**config.mk**
```make
export PLATFORM = sky130hd
export DESIGN_NAME = sacl_ctrl
export DESIGN_NICKNAME = d
export VERILOG_FILES = /design/src/rtl/sacl_pkg.sv /design/src/rtl/sacl_ctrl.sv
export SDC_FILE = /design/constraint.sdc
export NUM_CORES = 1
export LEC_CHECK = 0
export ABC_AREA = 1
export BUFFER_PORTS_ARGS = -buffer_cell sky130_fd_sc_hd__buf_4
export CORE_AREA = 3 3 40 42
export CTS_BUF_LIST = sky130_fd_sc_hd__clkbuf_4 sky130_fd_sc_hd__clkbuf_8
export CTS_CLUSTER_DIAMETER = 80
export CTS_CLUSTER_SIZE = 25
export DETAILED_ROUTE_END_ITERATION = 12
export DIE_AREA = 0 0 43 45
export SLEW_MARGIN = 10
export SYNTH_ARGS = -nofsm -noshare
export SYNTH_HDL_FRONTEND = slang
export SYNTH_SLANG_ARGS = --single-unit
```
**constraint.sdc**
```tcl
create_clock -name clk_i -period 1.35 [get_ports clk_i]
set_clock_uncertainty 0.05 [all_clocks]
set_input_delay 0.27 -clock clk_i [delete_from_list [all_inputs] [get_ports clk_i]]
set_output_delay 0.27 -clock clk_i [all_outputs]
set_load 0.005 [all_outputs]
```
**src/rtl/sacl_pkg.sv**
```systemverilog
// ----------------------------------------------------------------------------
// sacl_pkg
// Shared constants, register codes and controller/datapath interface types
// for the set associative cache tag lookup.
// ----------------------------------------------------------------------------
package sacl_pkg;

  // default geometry
  localparam int unsigned DefAddrBits     = 10;
  localparam int unsigned DefMaxWays      = 4;
  localparam int unsigned DefMaxIndexBits = 8;

  // configuration register widths
  localparam int unsigned IobCfgW  = 4;
  localparam int unsigned ObCfgW   = 2;
  localparam int unsigned WaysCfgW = 3;
  localparam int unsigned CfgDataW = 4;
  localparam int unsigned CfgIdxW  = 2;

  // configuration reset values
  localparam logic [IobCfgW-1:0]  IobReset  = IobCfgW'(5);
  localparam logic [ObCfgW-1:0]   ObReset   = ObCfgW'(2);
  localparam logic [WaysCfgW-1:0] WaysReset = WaysCfgW'(1);

  localparam int unsigned CountW = 32;

  typedef enum logic [CfgIdxW-1:0] {
    REG_INDEX_AND_OFFSET_BITS = 2'd0,
    REG_OFFSET_BITS           = 2'd1,
    REG_WAYS_IN_USE           = 2'd2
  } cfg_reg_e;

  typedef struct packed {
    logic clear_step;  // clear one row of valid bits
    logic capture;     // take a request and read its set
    logic commit;      // resolve lookup, update set, load result
  } ctrl_cmd_t;

  typedef struct packed {
    logic clear_last;  // clearing the last row
    logic out_stall;   // result register still held by the consumer
  } ctrl_status_t;

endpackage

```
**src/rtl/sacl_ctrl.sv**
```systemverilog
// ----------------------------------------------------------------------------
// sacl_ctrl
// Controller: clears the valid bits after reset, then sequences each request
// through set read and lookup/update.
// ----------------------------------------------------------------------------
module sacl_ctrl (
  input  logic                  clk_i,
  input  logic                  rst_ni,
  input  logic                  in_valid_i,
  output logic                  in_ready_o,
  input  sacl_pkg::ctrl_status_t status_i,
  output sacl_pkg::ctrl_cmd_t    cmd_o
);
  import sacl_pkg::*;

  typedef enum logic [1:0] {
    ST_CLEAR,
    ST_IDLE,
    ST_LOOKUP
  } state_e;

  state_e state_q, state_d;
  logic   in_ready_q, in_ready_d;

  always_comb begin
    state_d = state_q;
    cmd_o   = '0;
    unique case (state_q)
      ST_CLEAR: begin
        cmd_o.clear_step = 1'b1;
        if (status_i.clear_last) state_d = ST_IDLE;
      end
      ST_IDLE: begin
        cmd_o.capture = in_valid_i;
        if (in_valid_i) state_d = ST_LOOKUP;
      end
      ST_LOOKUP: begin
        if (!status_i.out_stall) begin
          cmd_o.commit = 1'b1;
          state_d      = ST_IDLE;
        end
      end
      default: state_d = ST_CLEAR;
    endcase
    in_ready_d = (state_d == ST_IDLE);
  end

  always_ff @(posedge clk_i or negedge rst_ni) begin
    if (!rst_ni) begin
      state_q    <= ST_CLEAR;
      in_ready_q <= 1'b0;
    end else begin
      state_q    <= state_d;
      in_ready_q <= in_ready_d;
    end
  end

  assign in_ready_o = in_ready_q;

endmodule

```
After elaboration in Yosys (flattened, before gate mapping)
Cells that the tools add are included.

word-level totals
  register bits = 3
  word-level logic and storage cells = 14
  output and inout bits = 4
  bits of input ports = 5

cells by class
  equal/unequal tests = 3
  multiplexer cells = 8
  reduce and logical (&&, ||, !) cells = 1

operator list
  operator              number
  $mux W2               3
  $pmux W2 S3           1
  $eq A2 B1 Y1 const B  2
  $mux W1               4
  $eq A2 B2 Y1 const B  1
  $logic_not A2 Y1      1

Depth between registers and ports, before layout
Gate-level depths: netlist of the first run.

  depth after elaboration = 3
  gate-level depth with buffers = 3
  depth with buffers taken out = 3

Worst setup path before layout of the first run
OpenSTA, ideal clock, no wires.

  kind = register to output
  start point = register state_q[1]
  end point = output port cmd_o[1] (netlist name)
  data required time = 1.030 ns
  path buffers = 0
  arrival time = 0.630 ns
  stages on the path, launching flop included = 4
  setup slack = 0.400 ns
  path through = dfrtp_1 inv_1 nand2_1 nor2_1

RTL lines
  item                    RTL line         source
  from (decl)             sacl_ctrl.sv:22  state_e state_q, state_d;
  from (signal assigned)  sacl_ctrl.sv:53  state_q <= state_d;
  to (decl)               sacl_ctrl.sv:12  output sacl_pkg::ctrl_cmd_t cmd_o

==> impl_metrics.env, run 1 <==
export IMPL_status="complete, no violations"
export IMPL_synth_area_mux_share=0
export IMPL_pre_cts_slack_ns=0.269
export IMPL_clock_sinks=3
export IMPL_wl_um=419
export IMPL_grt_pass1_vias=181
export IMPL_cts_tree="built"
export IMPL_worst_slack_ns=0.0213
export IMPL_die_y_um=45
export IMPL_design_portCount=9
export IMPL_drc=0
export IMPL_io_buffers=8
export IMPL_rsz0062_at_grt="yes"
export IMPL_power_density_nw_per_um2=2100
export IMPL_critPathKind="reg2out"
export IMPL_syn_inst=18
export IMPL_die_width_um=43
export IMPL_path_cells="buf_4 > nor2_2 > buf_4"
export IMPL_ys_seq_elements=3
export IMPL_crit_path_max_incr_delay_ns=0.41
export IMPL_synthAdderAreaFrac=0
export IMPL_yosysSeqAreaShare=0.513
export IMPL_synth_nets=23
export IMPL_slowest_stage="dfrtp_1"
export IMPL_fillCellCount=145
export IMPL_power_total_mw=0.663
export IMPL_clkLatencyLatePin_ns=0.24
export IMPL_area_growth_pct=115
export IMPL_layout_drive_gt1_share=0.629
export IMPL_clkSlewWorstSetupHoldPaths_ns=0.04
export IMPL_gr_total_overflow=0
export IMPL_final_cells=50
export IMPL_drv_slew=0
export IMPL_multi_input_area_um2=65.1
export IMPL_seqCellArea_um2=75.1
export IMPL_synth_top_family_by_area="simple AND/OR/NAND/NOR gates"
export IMPL_diodes=0
export IMPL_coreArea_um2=1280
export IMPL_period_share=0.984
export IMPL_finalNetCount=41
export IMPL_cp_max_fo=4
export IMPL_cp_arrival_ns=1.01
export IMPL_layout_common_cells="buf_4, nand3_1, clkbuf_4"
export IMPL_setup_violations=0
export IMPL_cp_required_ns=1.03
export IMPL_synth_warnings=0
export IMPL_start_kind="flip-flop"
export IMPL_avgViaCountPerCell=3.54
export IMPL_grt_pass1_wl_um=621
export IMPL_ctsLongestPathBuffers=2
export IMPL_postSynthAreaPerCell_um2=8.13
export IMPL_start_util=0.114
export IMPL_hold_class="in2reg"
export IMPL_grt_max_degree=5
export IMPL_synth_distinct_cells=8
export IMPL_dp_hpwl_um=274
export IMPL_grtUsageTotal=0.0500
export IMPL_dieArea_um2=1940
export IMPL_vias=177
export IMPL_htreeDepth=1
export IMPL_max_vdd_ir_drop_uv=344
export IMPL_antenna_found_initial=0
export IMPL_drt_iter0_drc=2
export IMPL_fin_crit_ns=1.33
export IMPL_endpoint_kind="primary output"
export IMPL_place_inst=41
export IMPL_wire_per_inst_um=8.38
export IMPL_fmax_ghz=0.753
export IMPL_synth_xor_area_share=0
export IMPL_num_rows=13
export IMPL_layout_commonest_cell="buf_4"
export IMPL_crit_top_cell="buf_4"
export IMPL_utilization=0.245
export IMPL_cts_root_buf="clkbuf_4"
export IMPL_synth_simple_area_share=0.325
export IMPL_hold_viol=0
export IMPL_syn_cell_area_um2=146
export IMPL_synth_compound_area_frac=0.0342
export IMPL_p_leak_nw=0.167
export IMPL_dr_pass1_iters=2
export IMPL_tightest_slew_ns=0.162
export IMPL_maxCapViolations=0
export IMPL_place_gp_congestion=0.620
export IMPL_slew_headroom=0.892
export IMPL_cts_made_buffers=3
export IMPL_antenna_left=0
## per-layer routing
metal,wire length [um],vias up,track usage
li1,-,89,-
met1,150,81,0.0435
met2,238,5,0.0689
met3,17,2,0.00398
met4,14,0,0.108
met5,0,-,0
## stage by stage
step                instance area [um2]  TNS (ns)  hold slack (ns)
floorplan                           146         0          -0.0756
global placement                    225         0           0.0107
detailed placement                  225         0           0.0136
CTS                                 265         0            0.214
global route                        315    -0.102            0.240
finish                              315         0            0.219
## final cells by class
type,instances,share of cell area
Tap cell,15,0.0595
Clock buffer,4,0.0952
Multi-Input combinational cell,10,0.206
Inverter,5,0.0595
Sequential cell,3,0.238
Timing Repair Buffer,13,0.341
## cell usage after synthesis (all sizes together)
cell type / n / area [um2]
dfrtp: 3 / 75.1
o21ai: 1 / 5.00
inv: 5 / 18.8
nand3: 5 / 30.0
nor2: 2 / 10.0
nand2: 2 / 7.51
## power by group
part / internal, mW / switching (mW)
registers: 0.133 / 0.0405
logic: 0.181 / 0.126
clock network: 0.131 / 0.0502
total: 0.446 / 0.217
## kinds of logic (layout without fill, tap and decap cells)
family / after synthesis / count (layout)
simple gates: 9 / 9
buf+inv: 5 / 22
flops: 3 / 3
compound gates: 1 / 1
## worst max-delay path: cells and delay by family, from the launching register on
kind	cells	cell delay, ns
flops	1	0.41
simple gates	1	0.09
buf+inv	2	0.27
## final timing paths
path                        startpoint         end  slack, ns  cells past startpoint
setup / recovery            state_q[1]    cmd_o[2]       0.02                      3
hold / removal             status_i[1]  state_q[0]       0.22                      3
setup reg to reg            state_q[1]  in_ready_o       0.37                      4
hold reg to reg             state_q[1]  state_q[1]       0.55                      2
max in group asynchronous       rst_ni  in_ready_o       0.84                      2
min in group asynchronous       rst_ni  state_q[0]       0.31                      2
## flip-flops by register name, indices dropped and copies added (netlist names)
register,count
state_q,2
in_ready_o,1
## repair_timing
action / in CTS / in global routing
resized for setup: 0 / 7
setup endpoints to repair: 0 / 2
hold endpoints to repair: 3 / 0
buffers inserted: 0 / 4
hold buffers: 1 / 0
(Power assumes the default switching activity.)
==> run 2, diff against run 1 <==
--- a/config.mk
+++ b/config.mk
@@ -6,13 +6,14 @@
 export NUM_CORES = 1
 export LEC_CHECK = 0
 export ABC_AREA = 1
-export BUFFER_PORTS_ARGS = -buffer_cell sky130_fd_sc_hd__buf_4
+export BUFFER_PORTS_ARGS = -buffer_cell sky130_fd_sc_hd__buf_2
 export CORE_AREA = 3 3 40 42
 export CTS_BUF_LIST = sky130_fd_sc_hd__clkbuf_4 sky130_fd_sc_hd__clkbuf_8
 export CTS_CLUSTER_DIAMETER = 80
 export CTS_CLUSTER_SIZE = 25
 export DETAILED_ROUTE_END_ITERATION = 12
 export DIE_AREA = 0 0 43 45
+export PLACE_DENSITY = 0.3
 export SLEW_MARGIN = 10
 export SYNTH_ARGS = -nofsm -noshare
 export SYNTH_HDL_FRONTEND = slang
==> impl_metrics.env, run 2 (synthesis results as in run 1) <==
export IMPL_fillCellCount=141
export IMPL_area_growth_pct=68.4
export IMPL_period_share=0.967
export IMPL_utilization=0.192
export IMPL_status="complete, no violations"
export IMPL_cts_tree="built"
export IMPL_io_buffers=8
export IMPL_largest_reg_flops=2
export IMPL_htreeDepth=1
export IMPL_power_density_nw_per_um2=2140
export IMPL_start_kind="flip-flop"
export IMPL_slew_headroom=0.889
export IMPL_drt_iter0_drc=5
export IMPL_power_total_mw=0.527
export IMPL_grt_pass1_wl_um=696
export IMPL_hold_class="in2reg"
export IMPL_crit_family="flip-flops"
export IMPL_pwr_share_clk=0.339
export IMPL_max_flop_register="state_q"
export IMPL_place_gp_congestion=0.618
export IMPL_diodes=0
export IMPL_num_rows=13
export IMPL_grt_max_degree=5
export IMPL_layout_common_cells="buf_2, inv_1, nand3_1, clkbuf_4"
export IMPL_clkLatencyLatePin_ns=0.23
export IMPL_ctsLongestPathBuffers=2
export IMPL_die_width_um=43
export IMPL_post_cts_buffers=0
export IMPL_p_leak_nw=0.142
export IMPL_wl_um=365
export IMPL_multi_input_area_um2=52.6
export IMPL_place_area_um2=205
export IMPL_vias=158
export IMPL_cp_required_ns=1.03
export IMPL_cts_made_buffers=3
export IMPL_p_switching_mw=0.180
export IMPL_max_vdd_ir_drop_uv=538
export IMPL_tightest_slew_ns=0.167
export IMPL_fin_crit_ns=1.31
export IMPL_grtUsageTotal=0.0584
export IMPL_grt_pass1_vias=163
export IMPL_worst_path_buf_inv=2
export IMPL_gr_total_overflow=0
export IMPL_design_portCount=9
export IMPL_pwr_share_comb=0.324
export IMPL_endpoint_kind="primary output"
export IMPL_finalNetCount=37
export IMPL_clkSlewWorstSetupHoldPaths_ns=0.04
export IMPL_setup_violations=0
export IMPL_slowest_stage="dfrtp_1"
export IMPL_p_int_mw=0.348
export IMPL_cp_arrival_ns=0.99
export IMPL_antenna_left=0
export IMPL_cp_max_fo=4
export IMPL_start_util=0.114
export IMPL_coreArea_um2=1280
export IMPL_clock_sinks=3
export IMPL_critPathKind="reg2out"
export IMPL_wire_per_inst_um=7.93
export IMPL_drv_slew=0
export IMPL_seqCellArea_um2=76.3
export IMPL_layout_drive_gt1_share=0.516
export IMPL_layout_commonest_cell="buf_2"
export IMPL_cts_root_buf="clkbuf_4"
export IMPL_hold_viol=0
export IMPL_power_frac_seq=0.337
export IMPL_dieArea_um2=1940
export IMPL_avgViaCountPerCell=3.43
export IMPL_fmax_ghz=0.766
export IMPL_path_cells="inv_1 > nand2_1 > nor2_1 > buf_2"
export IMPL_dr_pass1_iters=3
export IMPL_final_area_um2=246
export IMPL_maxCapViolations=0
export IMPL_rsz0062_at_grt="yes"
export IMPL_switching_share=0.340
export IMPL_crit_path_max_incr_delay_ns=0.42
export IMPL_die_y_um=45
export IMPL_antenna_found_initial=0
export IMPL_drc=0
==> run 2: changes by cell type in the layout (fill, tap and decap cells not counted), sizes merged <==
| cell | previous run | this run |
|---|---|---|
| buf | 12 | 8 |
==> run 2: area by class of cell <==
| class | instances | area share |
|---|---|---|
| repair buffers | 9 | 0.203 |
| clock buffers | 4 | 0.122 |
| multi-input cells | 10 | 0.213 |
| inverters | 5 | 0.0761 |
| well taps | 15 | 0.0761 |
| flip-flops and latches | 3 | 0.310 |
==> run 2: worst paths after layout <==
kind | from | end | slack [ns] | depth (start not counted)
setup reg to reg | state_q[0] | state_q[0] | 0.53 | 3
hold / removal | status_i[1] | in_ready_o | 0.23 | 3
min in group asynchronous | rst_ni | state_q[0] | 0.31 | 2
setup / recovery | state_q[1] | cmd_o[1] | 0.04 | 4
hold reg to reg | state_q[0] | state_q[1] | 0.56 | 3
max in group asynchronous | rst_ni | state_q[0] | 0.83 | 2
==> run 2: what timing repair did <==
item                                    in CTS  in global routing
hold buffers                                 1                  0
resized for setup                            0                  2
hold endpoints to repair                     3                  0
endpoints found under the setup margin       0                  2
==> run 2: worst reg2reg max path, stage by stage (launching register included) <==
cell     delay (ns)
dfrtp_2        0.43
nor2_2         0.12
nand2_1        0.07
nand3_1        0.08
==> run 2: stage by stage <==
step                      TNS (ns)  instances  setup WS, ns  hold WS, ns
after floorplan                  0         18         0.400      -0.0756
after global placement           0         41         0.271       0.0163
after detailed placement         0         41         0.287       0.0190
after CTS                        0         46        0.0198        0.224
after global routing       -0.0720         46       -0.0415        0.235
final                            0         46        0.0444        0.232
==> run 2: layer usage <==
metal,GRT usage,part of all wire,vias up
li1,-,-,82
met1,0.0728,0.55,63
met2,0.0479,0.28,11
met3,0.0717,0.15,2
met4,0.0361,0.011,0
met5,0,0,-
==> run 2: power by group through the flow <==
| stage | logic [mW] | clock network, mW | registers (mW) |
|---|---|---|---|
| 6_report | 0.171 | 0.179 | 0.178 |
| 5_1_grt | 0.198 | 0.209 | 0.188 |
| 4_1_cts | 0.174 | 0.189 | 0.174 |
| 3_5_place_dp | 0.174 | 0 | 0.172 |
| 3_3_place_gp | 0.172 | 0 | 0.175 |
| 2_1_floorplan | 0.0993 | 0 | 0.169 |
